==> src/sv/assert_macros.svh <==
// Assertion helper macros used by the position unit RTL
`ifndef ASSERT_MACROS_SVH
`define ASSERT_MACROS_SVH

// Implication checked on every rising clock edge outside reset
`define ASSERT_IMPLIES(label, clk, rst, ante, cons) \
   label: assert property (@(posedge clk) disable iff (rst) (ante) |-> (cons)) \
      else $error("assertion failed");

// Next-cycle implication checked outside reset
`define ASSERT_NEXT(label, clk, rst, ante, cons) \
   label: assert property (@(posedge clk) disable iff (rst) (ante) |=> (cons)) \
      else $error("assertion failed");

`endif

==> src/sv/tcbp_pkg.sv <==
// ----------------------------------------------------------------------------
// tcbp_pkg
// Types and constants for the timed cubic Bezier position unit.
// ----------------------------------------------------------------------------
package tcbp_pkg;

   localparam int unsigned TimeWidth  = 32;
   localparam int unsigned CoordWidth = 32;
   localparam logic [31:0] TimeStepReset = 32'd1092;

   typedef struct packed {
      logic        [31:0] elapsed_before;
      logic        [31:0] flight_duration;
      logic signed [31:0] start_coord;
      logic signed [31:0] first_control;
      logic signed [31:0] second_control;
      logic signed [31:0] target_coord;
   } req_type;

   typedef struct packed {
      logic        [31:0] elapsed_after;
      logic signed [31:0] position;
      logic               landed;
   } rsp_type;

endpackage

==> src/sv/tcbp_lerp_cell.sv <==
// ----------------------------------------------------------------------------
// tcbp_lerp_cell
// One de Casteljau level: multiply stage then round-and-add stage for each
// lane, narrowing the point set by one.
// ----------------------------------------------------------------------------
module tcbp_lerp_cell #(
   parameter int unsigned FB = 16,
   parameter int unsigned LANES = 3
) (
   input  logic                     clock,
   input  logic                     reset,
   input  logic                     advance,
   input  logic                     in_valid,
   input  logic signed [31:0]       in_pts [LANES+1],
   input  logic [FB:0]              in_t,
   input  logic [31:0]              in_after,
   input  logic                     in_landed,
   output logic                     out_valid,
   output logic signed [31:0]       out_pts [LANES],
   output logic [FB:0]              out_t,
   output logic [31:0]              out_after,
   output logic                     out_landed
);
   import tcbp_pkg::*;

   localparam int unsigned PW = 33 + FB + 2;

   logic                      v1_ff, v2_ff;
   logic signed [31:0]        a_ff [LANES];
   logic signed [PW-1:0]      prod_ff [LANES];
   logic signed [31:0]        res_ff [LANES];
   logic [FB:0]               t1_ff, t2_ff;
   logic [31:0]               after1_ff, after2_ff;
   logic                      landed1_ff, landed2_ff;

   always_ff @(posedge clock) begin
      if (reset) begin
         v1_ff <= 1'b0;
         v2_ff <= 1'b0;
      end else if (advance) begin
         v1_ff <= in_valid;
         v2_ff <= v1_ff;
      end
      if (advance) begin
         for (int i = 0; i < LANES; i++) begin
            a_ff[i]    <= in_pts[i];
            prod_ff[i] <= PW'(($signed({in_pts[i+1][31], in_pts[i+1]})
                          - $signed({in_pts[i][31], in_pts[i]}))
                          * $signed({1'b0, in_t}));
            res_ff[i]  <= a_ff[i] + 32'((prod_ff[i]
                          + $signed(PW'(1) <<< (FB - 1))) >>> FB);
         end
         t1_ff      <= in_t;
         t2_ff      <= t1_ff;
         after1_ff  <= in_after;
         after2_ff  <= after1_ff;
         landed1_ff <= in_landed;
         landed2_ff <= landed1_ff;
      end
   end

   assign out_valid  = v2_ff;
   assign out_pts    = res_ff;
   assign out_t      = t2_ff;
   assign out_after  = after2_ff;
   assign out_landed = landed2_ff;

endmodule

==> config.mk <==
export PLATFORM = sky130hd
export DESIGN_NAME = tcbp_lerp_cell
export DESIGN_NICKNAME = d
export VERILOG_FILES = /design/src/sv/assert_macros.svh /design/src/sv/tcbp_pkg.sv /design/src/sv/tcbp_lerp_cell.sv
export SDC_FILE = /design/constraint.sdc
export NUM_CORES = 2
export LEC_CHECK = 0
export BUFFER_PORTS_ARGS = -buffer_cell sky130_fd_sc_hd__buf_2
export CAP_MARGIN = 15
export CORE_MARGIN = 4
export CORE_UTILIZATION = 55
export DETAILED_ROUTE_END_ITERATION = 10
export PLACE_DENSITY = 0.83
export SYNTH_ARGS = -nofsm -noshare
export SYNTH_HDL_FRONTEND = slang
export SYNTH_SLANG_ARGS = --single-unit
==> constraint.sdc <==
create_clock -name clock -period 10.8 [get_ports clock]
set_clock_uncertainty 0.1 [all_clocks]
set_input_delay 1.62 -clock clock [delete_from_list [all_inputs] [get_ports clock]]
set_output_delay 1.62 -clock clock [all_outputs]
set_load 0.02 [all_outputs]
After elaboration in Yosys (flattened, before gate mapping):

Memory sizes are Yosys's and may differ from the RTL's.
Index checks and enable logic that the tools add are counted.

* add/subtract/negate cells: 9
* multipliers: 3
* mux-type cells: 2

Operators by type and width (count)
* 33-bit by 18-bit multiplier with 51-bit output: 3
* 48-bit by 17-bit adder with 48-bit output (second input constant): 3
* 32-bit by 32-bit subtractor with 33-bit output: 3
* 32-bit adder: 3
* 1-bit 2-to-1 mux: 2

* register bits after elaboration: 198
* bits in writable memories: 249
* bits of input ports: 182
* output and inout port bits: 147
* logic and storage cells: 27
* memories kept: 2

Memory list
* prod_ff: words 3, bits a word 51, read ports 3, clocked after Yosys merged registers in 0, write ports 3, line tcbp_lerp_cell.sv:30 `logic signed [PW-1:0] prod_ff [LANES];`
* a_ff: words 3, bits a word 32, read ports 3, clocked after Yosys merged registers in 0, write ports 3, line tcbp_lerp_cell.sv:29 `logic signed [31:0] a_ff [LANES];`

Longest topological paths before layout:

* depth after elaboration: 2
* mapped depth: 39
* mapped depth without buffers: 38

Worst setup path before layout:

Ideal clock, no wire load.

* kind: input-to-reg
* from: input in_pts[32] (netlist name)
* to: memory prod_ff[0][98] (netlist name), data pin
* library setup time: 260 ps
* arrival time: 9757 ps
* data required time: 10440 ps
* path slack: 684 ps
* stages: 36
* buffers on the path: 1
* cells stage by stage: inv_1 ha_1 fa_1 nor2b_1 o31a_1 o311ai_1 nor2b_1 o21ai_0 nand2_1 nand2_1 a21oi_1 xnor2_1 clkbuf_1 nand2_1 fa_1 inv_1 fa_1 fa_1 fa_1 fa_1 inv_1 fa_1 inv_1 ha_1 a2111oi_4 o21ai_2 a221oi_2 a2bb2oi_2 o21a_1 o21ai_2 a41oi_2 o221ai_2 or4_1 a31o_1 a21oi_2 xnor2_1

RTL lines
* from (decl): line tcbp_lerp_cell.sv:14 `input logic signed [31:0] in_pts [LANES+1],`
* to (decl): line tcbp_lerp_cell.sv:30

==> metrics.md <==
| Metric | Value |
|---|---|
| Cell with the largest stage delay on the worst path | fa_1 |
| Number of enable flip-flop cells after synthesis | 391 |
| Clock input transition at the sequential cells of the worst setup and hold paths | 0.06 ns |
| Leading post-synthesis cells by instance count | inv_1 (1979), fa_1 (1548), nand2_1 (916) |
| Hold Worst Slack | 0.312 ns |
| Port buffer count | 328 |
| Worst hold-check path type | register to register |
| First-pass GRT wire length | 324000 um |
| Total of warnings raised by yosys | 0 |
| Count of final hold-check violations | 0 |
| Post-DRT Antenna Nets | 0 |
| Total core area | 140000 um2 |
| Portion of the clock cycle consumed by the worst path in the final layout | 97.5% |
| Dominant cells by area after synthesis | fa_1 (40%), edfxtp_1 (15%), inv_1 (9.6%) |
| Largest net degree at the start of global routing | 102 |
| Multi-input logic area | 57200 um2 |
| Most repeated cell in the gate-level netlist after synthesis | inv_1 |
| CP most frequent cell | fa_1 |
| Initial core utilization | 55.4% |
| Actual transition at the worst max-transition pin | 1.18 ns |
| Cell Area, Synth | 77400 um2 |
| Height of the die | 383 um |
| Synth Area per Inst | 9.54 um2 |
| Number of max-slew violations in the final report | 0 |
| Highest attainable clock frequency | 95.0 MHz |
| Slew Limit Headroom | 20.5% |
| Post-layout worst setup margin | 0.272 ns |
| Post-synthesis cell type with the largest combined area | fa_1 |
| Data required time at the worst endpoint | 11.08 ns |
| Area occupied by registers | 11800 um2 |
| Number of cells produced by synthesis | 8110 |
| Outcome | finished clean |
| Predominant post-synthesis flop cell | edfxtp_1 |
| Sequential-to-total area share from yosys stat | 15.2% |
| CTS hold repair buffers | 0 |
| Maximum Capacitance Violations | 0 |
| Number of storage elements in the synthesis netlist | 393 |
| Routed length on met3 | 14900 um |
| Largest stage delay, worst path | 0.52 ns |
| CTS root buf | clkbuf_16 |
| Site Rows | 137 |
| Total nets after synthesis | 10400 |
| Overall fraction of global-route tracks in use | 27.9% |
| X dimension of the die | 383 um |
| Pre-CTS setup slack | -0.388 ns |
| Number of placed I/O pins | 329 |
| Number of global-route vias before repair | 62600 |
| Setup-violating endpoint count in the final report | 0 |
| Die outline area | 147000 um2 |
| Metal1 wirelength | 71100 um |
| Startpoint-to-endpoint class of the critical path | primary input to register |
| Number of antenna violations at the first check in global routing | 3 |
| Clock Sinks | 393 |
| Detailed-route wire length per cell | 19.4 um |
| Highest metal used | met5 |
| HPWL after detailed placement | 161000 um |
| Final standard cell utilization of the core | 60.2% |
| Final nets | 10700 |
| TritonCTS clock tree | yes |
| Router iterations before antenna repair | 6 |
| Share of final-layout standard cells stronger than drive strength 1 | 8.51% |
| Total DRC errors in the routed layout | 0 |
| Async SR Flop Fraction | 0% |
| Endpoint arrival time on the critical path | 10.81 ns |
| FILL cells | 11200 |
| Area added between synthesis and finish | 8.71% |
| Crit path time final | 10.53 ns |
| CTS H-tree depth | 2 |
| RD Place Congestion | 0.936 |
| Total gr overflow | 0 |
| Area share of the leading cell type in the synthesized netlist | 40.1% |
| Synth cell types | 81 |
| Element type at the critical path end | register |
| Buffer depth of the longest clock path | 3 |
| Drt via density | 5.49 |
| Launching element type of the critical path | primary input |
| Clock latency of the later-clocked register in the worst-skew pair | 0.64 ns |
| WL final | 201000 um |
| Crit path max fanout | 9 |
| Initial drt markers | 3975 |
| Total via count in the routed design | 57000 |
| Clock buffers created by TritonCTS | 46 |
| Met2 Routed Length | 97600 um |
[per-stage QoR]
stage	setup TNS (ns)	instances	cell area, um2
after floorplan	0	8110	77400
after global placement	-0.377	10300	82500
after detailed placement	-1.35	10300	82500
after CTS	0	10400	84000
after global routing	-0.0956	10400	84100
final	0	10400	84100
[layout make-up]
class / instances / share of cell area (%)
Sequential cell: 393 / 14.0
Antenna cell: 5 / 0.0149
Timing Repair Buffer: 595 / 4.56
Inverter: 1979 / 8.84
Multi-Input combinational cell: 5446 / 68.1
Clock inverter: 31 / 0.304
Tap cell: 1876 / 2.79
Clock buffer: 53 / 1.43
[registers in the layout (all words and copies together) (netlist names)]
name and flops:
a_ff 96, after1_ff 32, landed1_ff 1, out_after 32, out_landed 1, out_pts 96
out_t 17, out_valid 1, prod_ff 99, t1_ff 17, v1_ff 1
[per-layer routing]
metal / GRT usage, % / vias up
met1: 32.9 / 28800
met5: 0 / -
met4: 19.9 / 2
met3: 4.10 / 697
met2: 47.0 / 2517
li1: - / 25000
[final timing paths]
path	from	end	slack [ns]	cells past startpoint
max	in_pts[32]	prod_ff[0][98]$_DFFE_PP_	0.27	40
min	t1_ff[7]$_DFFE_PP_	out_t[7]$_DFFE_PP_	0.31	0
max reg2reg	prod_ff[0][68]$_DFFE_PP_	out_pts[63]$_DFFE_PP_	4.91	16
min reg2reg	t1_ff[7]$_DFFE_PP_	out_t[7]$_DFFE_PP_	0.31	0
[cells in the final DEF, fill, tap and decap left out, types with 14 or more instances in the layout]
cell type / count
a211oi_1: 21
a21o_1: 114
a21oi_1: 205
a31oi_1: 20
and2_1: 817
and3_1: 30
buf_12: 14
buf_2: 324
buf_4: 256
clkbuf_16: 47
edfxtp_1: 391
fa_1: 1548
ha_1: 522
inv_1: 1978
nand2_1: 916
nand2b_1: 48
nand3_1: 64
nand4_1: 48
nor2_1: 184
nor2b_1: 119
nor3_1: 39
o21a_1: 57
o21ai_0: 97
o21bai_1: 26
xnor2_1: 269
xnor2_2: 17
xor2_1: 97
[cell families (layout without fill, tap and decap cells)]
logic type / after synthesis / count (layout) / share of synthesized area [%]
other cells: 0 / 5 / 0
flops: 393 / 393 / 15.2
xor+xnor: 386 / 386 / 4.39
mux: 4 / 4 / 0.0534
buf+inv: 2271 / 2658 / 11.0
compound gates: 669 / 669 / 5.72
fa+ha+maj: 2070 / 2070 / 48.5
simple gates: 2317 / 2317 / 15.1
[critical path, delay by kind of cell]
kind                       cells  cell delay [ns]
xor gates and xnor gates       2             0.20
buffers and inverters         10             1.24
AOI/OAI and AO/OA             16             2.93
and+or+nand+nor                3             0.81
adders and majority gates      9             3.99
[timing repair]
item / 4_1_cts / 5_1_grt
resized for setup: 0 / 11
endpoints found under the setup margin: 0 / 6
buffers inserted: 0 / 1
Power is left out: the tool's default activity adds up to more than one toggle a clock period on the data nets, which glitch-free logic cannot reach.
