## config.mk

```make
export PLATFORM = sky130hd
export DESIGN_NAME = tcbp_div_cell
export DESIGN_NICKNAME = d
export VERILOG_FILES = /design/src/sv/assert_macros.svh /design/src/sv/tcbp_pkg.sv /design/src/sv/tcbp_div_cell.sv
export SDC_FILE = /design/constraint.sdc
export NUM_CORES = 1
export LEC_CHECK = 0
export BUFFER_PORTS_ARGS = -buffer_cell sky130_fd_sc_hd__buf_2
export CAP_MARGIN = 15
export CORE_AREA = 5 5 234 236
export CTS_CLUSTER_DIAMETER = 60
export DETAILED_ROUTE_END_ITERATION = 10
export DIE_AREA = 0 0 239 241
export GPL_ROUTABILITY_DRIVEN = 0
export GPL_TIMING_DRIVEN = 0
export HOLD_SLACK_MARGIN = 0.1
export PLACE_DENSITY = 0.56
export SLEW_MARGIN = 20
export SYNTH_ARGS = -nofsm -noshare
export SYNTH_HDL_FRONTEND = slang
export SYNTH_SLANG_ARGS = --single-unit
```

## constraint.sdc

```tcl
create_clock -name clock -period 6.72 [get_ports clock]
set_clock_uncertainty 0.05 [all_clocks]
set_input_delay 0.336 -clock clock [delete_from_list [all_inputs] [get_ports clock]]
set_output_delay 0.336 -clock clock [all_outputs]
set_load 0.01 [all_outputs]
```

## src/sv/assert_macros.svh

```systemverilog
// Assertion helper macros used by the position unit RTL
`ifndef ASSERT_MACROS_SVH
`define ASSERT_MACROS_SVH

// Implication checked on every rising clock edge outside reset
`define ASSERT_IMPLIES(label, clk, rst, ante, cons) \
   label: assert property (@(posedge clk) disable iff (rst) (ante) |-> (cons)) \
      else $error("assertion failed");

// Next-cycle implication checked outside reset
`define ASSERT_NEXT(label, clk, rst, ante, cons) \
   label: assert property (@(posedge clk) disable iff (rst) (ante) |=> (cons)) \
      else $error("assertion failed");

`endif

```

## src/sv/tcbp_pkg.sv

```systemverilog
// ----------------------------------------------------------------------------
// tcbp_pkg
// Types and constants for the timed cubic Bezier position unit.
// ----------------------------------------------------------------------------
package tcbp_pkg;

   localparam int unsigned TimeWidth  = 32;
   localparam int unsigned CoordWidth = 32;
   localparam logic [31:0] TimeStepReset = 32'd1092;

   typedef struct packed {
      logic        [31:0] elapsed_before;
      logic        [31:0] flight_duration;
      logic signed [31:0] start_coord;
      logic signed [31:0] first_control;
      logic signed [31:0] second_control;
      logic signed [31:0] target_coord;
   } req_type;

   typedef struct packed {
      logic        [31:0] elapsed_after;
      logic signed [31:0] position;
      logic               landed;
   } rsp_type;

endpackage

```

## src/sv/tcbp_div_cell.sv

```systemverilog
// ----------------------------------------------------------------------------
// tcbp_div_cell
// One restoring-division cell: forms one quotient bit per cycle while advance
// is high and passes the partial remainder, the item and its control on to the next cell.
// ----------------------------------------------------------------------------
module tcbp_div_cell #(
   parameter int unsigned QW = 17,
   parameter int unsigned BIT_INDEX = 0
) (
   input  logic                  clock,
   input  logic                  reset,
   input  logic                  advance,
   input  logic                  in_valid,
   input  logic [32:0]           in_rem,
   input  logic [QW-1:0]         in_quot,
   input  logic [31:0]           in_dividend,
   input  tcbp_pkg::req_type     in_item,
   input  logic [31:0]           in_after,
   output logic                  out_valid,
   output logic [32:0]           out_rem,
   output logic [QW-1:0]         out_quot,
   output logic [31:0]           out_dividend,
   output tcbp_pkg::req_type     out_item,
   output logic [31:0]           out_after
);
   import tcbp_pkg::*;

   logic              valid_ff;
   logic [32:0]       rem_ff, rem_in;
   logic [QW-1:0]     quot_ff, quot_in;
   logic [31:0]       dividend_ff;
   req_type           item_ff;
   logic [31:0]       after_ff;
   logic [33:0]       trial;
   logic [33:0]       shifted;

   always_comb begin
      shifted = {in_rem, in_dividend[31]};
      trial   = shifted - {2'b00, in_item.flight_duration};
      quot_in = in_quot;
      if (!trial[33]) begin
         rem_in = trial[32:0];
         quot_in[BIT_INDEX] = 1'b1;
      end else begin
         rem_in = shifted[32:0];
      end
   end

   always_ff @(posedge clock) begin
      if (reset) begin
         valid_ff <= 1'b0;
      end else if (advance) begin
         valid_ff <= in_valid;
      end
      if (advance) begin
         rem_ff      <= rem_in;
         quot_ff     <= quot_in;
         dividend_ff <= {in_dividend[30:0], 1'b0};
         item_ff     <= in_item;
         after_ff    <= in_after;
      end
   end

   assign out_valid    = valid_ff;
   assign out_rem      = rem_ff;
   assign out_quot     = quot_ff;
   assign out_dividend = dividend_ff;
   assign out_item     = item_ff;
   assign out_after    = after_ff;

endmodule

```

Word-level counts from Yosys, hierarchy flattened
Index checks and enable logic that the tools add are counted.
{ "totals": {"regBits": 306, "output_inout_bits": 307, "inputBits": 310} }
{ "classes": {"addsub": 1, "n_mux": 1} }
{ "ops": {"columns": ["operator", "n"], "rows": [
  ["$sub A34 B32 Y34", 1],
  ["$mux W33", 1]
]} }

Depth between registers and ports, before layout
Gate-level depths: netlist of the first run.
{ "depth": {"ltp_word": 2, "ltp_mapped": 12, "ltp_nobuf": 11} }

Worst setup path after synthesis of the first run
OpenSTA, ideal clock, no wires.
{ "synth_timing": {"path_type": "input-to-reg", "startpoint": "in in_item[142] in the netlist's numbering", "endpoint": "reg rem_ff[10], in the netlist out_rem[10], data pin", "n_path_buf": 2, "setup_slack_ns": 3.350, "arrival_ns": 3.059, "cell_stages": 12, "setup_time_ns": 0.260, "required_time_ns": 6.410, "cell_sequence": "inv_1 > ha_1 > buf_6 > a21o_1 > or3_1 > o2111ai_2 > a31oi_1 > o41a_1 > o31a_4 > nor2_8 > buf_12 > mux2_4"} }
{ "synth_via": {"elab_chain_cells": 2} }
{ "synth_rtl": {"columns": ["item", "line_no", "rtl"], "rows": [
  ["start, declared", "tcbp_div_cell.sv:17", "input tcbp_pkg::req_type in_item,"],
  ["$sub A34 B32 Y34", "tcbp_div_cell.sv:39", "trial = shifted - {2'b00, in_item.flight_duration};"],
  ["$mux W33", "tcbp_div_cell.sv:41", "if (!trial[33]) begin"],
  ["via rem_in[10]", "tcbp_div_cell.sv:29", "logic [32:0] rem_ff, rem_in;"],
  ["end signal, assigned", "tcbp_div_cell.sv:56", "rem_ff <= rem_in;"],
  ["end, declared", "tcbp_div_cell.sv:29", null]
]} }
The timed path passes the listed nets, and every way through them passes these cells.
A chain may end at the register's enable or synchronous reset.

Worst setup path in the final report of the first run
{ "layout_timing": {"startpoint": "in in_rem[13]", "endpoint": "reg rem_ff[25], in the netlist out_rem[25], data pin"} }
{ "layout_via": {"elab_chain_cells": 2} }
{ "layout_rtl": {"columns": ["item", "line_no", "rtl"], "rows": [
  ["start, declared", "tcbp_div_cell.sv:14", "input logic [32:0] in_rem,"],
  ["$sub A34 B32 Y34", "tcbp_div_cell.sv:39", null],
  ["$mux W33", "tcbp_div_cell.sv:41", null],
  ["via rem_in[25]", "tcbp_div_cell.sv:29", null]
]} }
The timed path passes the listed nets, and every way through them passes these cells.

==> impl_metrics.toml, run 1 <==
[global_routing]
grt_antenna_before_repair = 8
first_global_vias = 10080
grt_max_degree = 102
grt_pass1_wl_mm = 67.2
grt.overflow.total = 0
track_usage_pct = 15.6

[hold_path]
min_path_type = "in -> reg"
hold_depth = 1
worstHoldEndpoint = "out_after[2]"
worstHoldStart = "advance"

[place]
io_buffers = 615
hpwl_mm = 36.5

[logic_synthesis]
synth_common_cells = "edfxtp_1, inv_1, ha_1"
ys_types = 54
synthTopCellsByArea = "edfxtp_1, ha_1, mux2_4, a21oi_1, inv_1"
synthCells = 628
synth_area_leader_cell = "edfxtp_1"
synth_edf_count = 305
yosys_warnings = 0
syn_nets = 971
syn_area_um2 = 11600
ys_seq_area_share_pct = 79.4
synth-async-reset-ratio_pct = 0
ys_seq_elements = 306
synth_top_area_share_pct = 79.2
syn_area_per_cell_um2 = 18.4
yosysMostFrequentCell = "edfxtp_1"
ys.flop_type = "edfxtp_1"

[critical_path]
reg2reg_depth = 3
cp-start-kind = "input port"
critPathBufInv = 4
rr_endpoint = "out_valid"
crit_required_ns = 6.96
max_stage_delay_ns = 0.56
crit_chain = "dlygate4sd3_1 -> buf_2 -> ha_1 -> buf_6 -> a21o_1 -> or3_1 -> o2111ai_2 -> a31oi_1 -> o41a_1 -> o31a_4 -> nor2_8 -> buf_12 -> mux2_4"
r2r_start = "out_valid"
critical_path_class = "in -> reg"
ff2ff_setup_slack_ns = 5.52
cp.arrival_ns = 4.14
crit_slowest_cell = "dlygate4sd3_1"
path_delay_family = "compound AO/OA/AOI/OAI gates"
cp-end-kind = "flop"
cp_max_fo = 10

[timing]
setup_viol = 0
setup_tns_ns = 0
max_freq_mhz = 256
grt_setup_unrepaired = "no"
period_needed_ns = 3.91
fin_crit_sh_pct = 58.1
finalMaxSlewViolations = 0
worst_pin_slew_ns = 0.784
hold_viol = 0
slew-limit-headroom_pct = 47.1

[detailed_routing]
wirelength_mm = 48.5
drt-vias-per-instance = 4.11
drt-pass1-iter-count = 4
num_vias = 9564
avgRoutedWirePerCell_um = 20.9
drc_errors = 0
drt-initial-drc-count = 427
antenna_left = 0

[floorplan]
placementRows = 84
coreArea_um2 = 52200
die_h_um = 241
start_util_pct = 22.1
dieArea_um2 = 57600
die_x_um = 239
io-pin-count = 617

[cells_and_area]
drive_gt1_share_pct = 44.4
area_growth_pct = 74.4
final_nets = 1941
fillers = 4906

[power_and_ir_drop]
power_mw = 5.52
power_switching_mw = 1.40
peakVddDrop_mv = 0.183
p_per_area_nw_per_um2 = 274
leakagePower_nw = 8.66
clkPwrFrac_pct = 42.3
pwr-share-comb_pct = 15.4
swShare_pct = 25.3
p_int_mw = 4.13
pwr-share-seq_pct = 42.3

[clock_network]
htreeDepth = 2
cts_resized = 0
clock-sinks = 306
cts.clk_slew.worst_paths_ns = 0.06
cts_tree = "yes"
worstSkewPairLatency_ns = 0.56
cts_root_buffer = "clkbuf_16"
numCtsBuffers = 43
clockBufferDepth = 3

[flow_run]
cap_viol_max_count = 0

[status]
status = "complete, no violations"
[repair_timing]
action / 4_1_cts / 5_1_grt
hold endpoints to repair: 306 / 0
buffers inserted: 0 / 0
setup endpoints to repair: 0 / 0
hold buffers: 307 / 0
[worst register-to-register path: stages (launching register included)]
cell and delay [ns]:
dfxtp_1 0.30, mux2i_1 0.13, nor2_1 0.05, dlygate4sd3_1 0.54
[cells by family (layout without fill, tap and decap cells)]
family | Yosys count | count (layout) | synth area share [%]
flip-flops | 306 | 306 | 79.4
AO/OA/AOI/OAI | 105 | 105 | 5.84
AND/OR/NAND/NOR | 80 | 80 | 3.74
buffers and inverters | 49 | 1054 | 1.97
adder cells (fa/ha/maj) | 33 | 33 | 3.64
multiplexers | 30 | 30 | 3.56
XOR/XNOR | 24 | 24 | 1.82
other | 1 | 8 | 0.0324
[layer usage]
layer,global-route usage [%],vias to the layer above,wire length (um),part of all wire [%]
met3,4.45,95,3780,7.8
met5,0,-,24,0.049
li1,-,4408,-,-
met2,27.9,418,24900,51
met4,6.90,4,2100,4.3
met1,17.5,4639,17700,36
[through the flow]
step	cells	setup WS (ns)	hold WS, ns	cell area [um2]	util (%)
after floorplan	628	3.35	0.358	11600	-
after global placement	1931	0.809	0.422	15500	29.7
after global routing	2325	2.61	0.200	20200	38.6
final	2328	2.81	0.192	20200	38.6
after detailed placement	1934	2.78	0.431	15600	29.9
after CTS	2321	2.79	0.189	20200	38.6
[placed cells by master, fill, tap and decap left out, drive strengths merged, types with 5 or more instances in the layout]
cell | synthesis | layout
a211oi | 5 | 5
a21o | 11 | 11
a21oi | 31 | 31
buf | 4 | 622
bufinv | 0 | 5
clkbuf | 5 | 55
clkinv | 0 | 14
diode | 0 | 7
dlygate4sd3 | 0 | 307
edfxtp | 305 | 305
ha | 32 | 32
inv | 40 | 48
mux2 | 29 | 29
nand2 | 15 | 15
nand2b | 6 | 6
nand3 | 8 | 8
nor2 | 21 | 21
nor3 | 8 | 8
o21ai | 25 | 25
xnor2 | 14 | 14
xor2 | 10 | 10
[flip-flops by register name, summed over array words and instances (netlist names)]
register,count
out_after,32
out_item,192
out_valid,1
out_dividend,31
out_rem,33
out_quot,17
[power by group through the flow]
stage                     combinational, mW  clock [mW]  sequential, mW
after floorplan                       0.207           0            2.47
after detailed placement              0.708           0            2.37
after global routing                  0.913        2.50            2.35
final                                 0.850        2.34            2.34
after global placement                0.697           0            2.39
after CTS                             0.865        2.42            2.34
[area by class of cell]
| cell class | instances | area, um2 | share of cell area (%) |
|---|---|---|---|
| sequential | 306 | 9180 | 45.5 |
| timing repair buffer | 925 | 6240 | 31.0 |
| multi-input combinational | 273 | 2150 | 10.7 |
| clock buffer | 50 | 1120 | 5.57 |
| tap | 688 | 861 | 4.27 |
| clock inverter | 30 | 362 | 1.79 |
| inverter | 40 | 150 | 0.744 |
| buffer | 9 | 77.6 | 0.385 |
| antenna | 7 | 17.5 | 0.0869 |
[worst max path at each step]
stage	from	endpoint	cells past startpoint
floorplan	in_item[142]	out_rem[10]	12
global placement	advance	out_valid	3
detailed placement	in_item[142]	out_rem[25]	13
finish	in_rem[13]	out_rem[25]	13
global route	in_item[148]	out_rem[25]	14
CTS	in_rem[13]	out_rem[25]	13
No activity file was read; power rests on OpenSTA's default activity.
==> run 2: changes to the inputs <==
--- a/config.mk
+++ b/config.mk
@@ -5,16 +5,17 @@
 export SDC_FILE = /design/constraint.sdc
 export NUM_CORES = 1
 export LEC_CHECK = 0
+export ABC_AREA = 1
 export BUFFER_PORTS_ARGS = -buffer_cell sky130_fd_sc_hd__buf_2
 export CAP_MARGIN = 15
-export CORE_AREA = 5 5 234 236
+export CORE_AREA = 5 5 236 238
 export CTS_CLUSTER_DIAMETER = 60
 export DETAILED_ROUTE_END_ITERATION = 10
-export DIE_AREA = 0 0 239 241
+export DIE_AREA = 0 0 241 243
 export GPL_ROUTABILITY_DRIVEN = 0
 export GPL_TIMING_DRIVEN = 0
 export HOLD_SLACK_MARGIN = 0.1
-export PLACE_DENSITY = 0.56
+export PLACE_DENSITY = 0.58
 export SLEW_MARGIN = 20
 export SYNTH_ARGS = -nofsm -noshare
 export SYNTH_HDL_FRONTEND = slang
==> constraint.sdc (replaced) <==
create_clock -name clock -period 3.7 [get_ports clock]
set_clock_uncertainty 0.05 [all_clocks]
set_input_delay 0.185 -clock clock [delete_from_list [all_inputs] [get_ports clock]]
set_output_delay 0.185 -clock clock [all_outputs]
set_load 0.01 [all_outputs]
==> run 2 against run 1 <==
Setup slack worse by 2.0 ns; global-route usage rose by 4.2 points; first-iteration DRC count increased by 54%; cell count rose by 18%; count of clock-buffer cells in the layout is 3 lower; critical endpoint is now out_rem[1]; largest cell class unchanged; highest routed layer unchanged.
==> impl_metrics.toml, run 2 <==
[logic_synthesis]
synthCells = 1031
yosysMostFrequentCell = "edfxtp_1"
ys_seq_area_share_pct = 72.5
ys_types = 29
ys_seq_elements = 306
syn_nets = 1374
synth_common_cells = "edfxtp_1, nand2_1, inv_1"
syn_area_per_cell_um2 = 12.3
synth-async-reset-ratio_pct = 0
syn_area_um2 = 12700
synth_area_leader_cell = "edfxtp_1"
ys.flop_type = "edfxtp_1"
synthTopCellsByArea = "edfxtp_1, nand2_1, inv_1, nand3_1, ha_1"
synth_top_area_share_pct = 72.4
yosys_warnings = 0
synth_edf_count = 305

[global_routing]
grt_antenna_before_repair = 19
grt_pass1_wl_mm = 84.3
grt_max_degree = 90
track_usage_pct = 19.8
first_global_vias = 12094
grt.overflow.total = 0

[place]
post-place-ws_ns = 1.26
hpwl_mm = 48.4
io_buffers = 615

[clock_network]
cts.clk_slew.worst_paths_ns = 0.05
numCtsBuffers = 41
cts_root_buffer = "clkbuf_16"
htreeDepth = 2
clockBufferDepth = 3
cts_resized = 0
cts_tree = "yes"
worstSkewPairLatency_ns = 0.55
clock-sinks = 306

[power_and_ir_drop]
p_int_mw = 7.29
p_per_area_nw_per_um2 = 471
clkPwrFrac_pct = 40.2
pwr-share-comb_pct = 17.4
swShare_pct = 27.1
peakVddDrop_mv = 0.290
pwr-share-seq_pct = 42.4
power_switching_mw = 2.71
leakagePower_nw = 9.84

[critical_path]
cp_max_fo = 10
critical_path_class = "in -> reg"
critPathBufInv = 8
path_delay_family = "buffers and inverters"
crit_chain = "dlygate4sd3_1 -> buf_2 -> inv_1 -> ha_1 -> nand2_1 -> inv_1 -> nand2_1 -> nand2_1 -> inv_1 -> nand2_1 -> inv_1 -> nand2_2 -> nand2_2 -> nand3_2 -> buf_4 -> nand3_1 -> nand2_1 -> dlygate4sd3_1"
cp.arrival_ns = 3.14
crit_slowest_cell = "dlygate4sd3_1"
cp-start-kind = "input port"
cp-end-kind = "flop"
crit_top_cell = "nand2_1"
max_stage_delay_ns = 0.60
crit_required_ns = 3.94

[timing]
hold_viol = 0
slew-limit-headroom_pct = 58.6
worst_pin_slew_ns = 0.621
period_needed_ns = 2.90
fin_crit_sh_pct = 78.4
grt_setup_unrepaired = "no"
worst_slack_ns = 0.797
max_freq_mhz = 345
setup_tns_ns = 0
finalMaxSlewViolations = 0
setup_viol = 0

[cells_and_area]
most-common-layout-cells = "buf_2, dlygate4sd3_1, edfxtp_1, nand2_1, inv_1"
area_growth_pct = 67.7
drive_gt1_share_pct = 35.3
final_nets = 2346
largest_register_ffs = 192
final_common_cell = "buf_2"

[detailed_routing]
wirelength_mm = 61.2
antenna_left = 0
drt-pass1-iter-count = 5
drc_errors = 0
drt-initial-drc-count = 656
num_vias = 11534
drt-vias-per-instance = 4.20
avgRoutedWirePerCell_um = 22.3

[floorplan]
io-pin-count = 617
start_util_pct = 23.7
dieArea_um2 = 58600
die_x_um = 241
placementRows = 85
die_h_um = 243
coreArea_um2 = 53400

[flow_run]
cap_viol_max_count = 0

[hold_path]
min_path_type = "in -> reg"

[status]
status = "complete, no violations"
-- run 2: changes by cell type after synthesis, sizes merged, moves of 6 or more --
| cell | delta |
|---|---|
| nand2b | -6 |
| o21ai | -24 |
| a21o | -11 |
| a21oi | -10 |
| buf | +9 |
| inv | +131 |
| nor2 | +23 |
| xnor2 | -13 |
| and2 | +8 |
| mux2 | -29 |
| nand3 | +88 |
| nand2 | +281 |
-- run 2: what timing repair did --
item                      4_1_cts  5_1_grt
hold buffers                  311        0
hold endpoints to repair      379        0
setup buffers                   0        0
-- run 2: layout make-up --
type / count / area [um2]
flip-flops and latches: 306 / 9180
fillers: 5194 / 32200
clock inverters: 28 / 303
plain buffers: 13 / 120
well taps: 696 / 871
inverters: 171 / 642
diodes: 15 / 37.5
clock buffers: 47 / 1070
repair buffers: 929 / 6280
multi-input cells: 541 / 2710
-- run 2: final timing paths --
path           startpoint     endpoint  slack [ns]  depth (start not counted)
min reg2reg     out_valid    out_valid        1.02                          3
min            in_rem[32]  out_rem[32]        0.14                          4
max reg2reg     out_valid    out_valid        2.49                          3
max          in_item[144]   out_rem[1]        0.80                         18
-- run 2: cells by family after synthesis --
kind of cell	after synthesis	share of synthesized area [%]
buf+inv	184	6.02
xor+xnor	15	1.04
flops	306	72.5
fa+ha+maj	33	3.32
simple gates	467	16.0
compound gates	24	0.989
other cells	1	0.0296
mux	1	0.0791
-- run 2: worst reg2reg max path, stage by stage, from the launching register on --
cell           delay [ns]
dfxtp_1              0.31
mux2i_1              0.13
nor2_1               0.06
dlygate4sd3_1        0.54
-- run 2: metal layers --
layer	vias up	wire (um)	track usage (%)
met5	-	23	0
met4	4	4310	12.0
met3	117	5630	6.92
met2	535	28700	32.4
met1	5471	22500	22.2
li1	5407	-	-
-- run 2: power by group through the flow --
stage | clock network, mW | registers (mW) | logic [mW]
5_1_grt | 4.31 | 4.27 | 1.89
3_5_place_dp | 0 | 4.31 | 1.46
2_1_floorplan | 0 | 4.47 | 0.445
6_report | 4.02 | 4.24 | 1.74
4_1_cts | 4.14 | 4.24 | 1.76
3_3_place_gp | 0 | 4.33 | 1.44
-- run 2: through the flow --
stage          cell area (um2)  util (%)  hold slack, ns  total power [mW]  cells
2_1_floorplan            12700         -           0.207              4.92   1031
3_3_place_gp             16600      31.1           0.295              5.77   2342
3_5_place_dp             16700      31.3           0.302              5.76   2345
4_1_cts                  21200      39.7           0.103              10.1   2731
5_1_grt                  21200      39.7           0.148              10.5   2741
6_report                 21200      39.7           0.141              10.0   2746
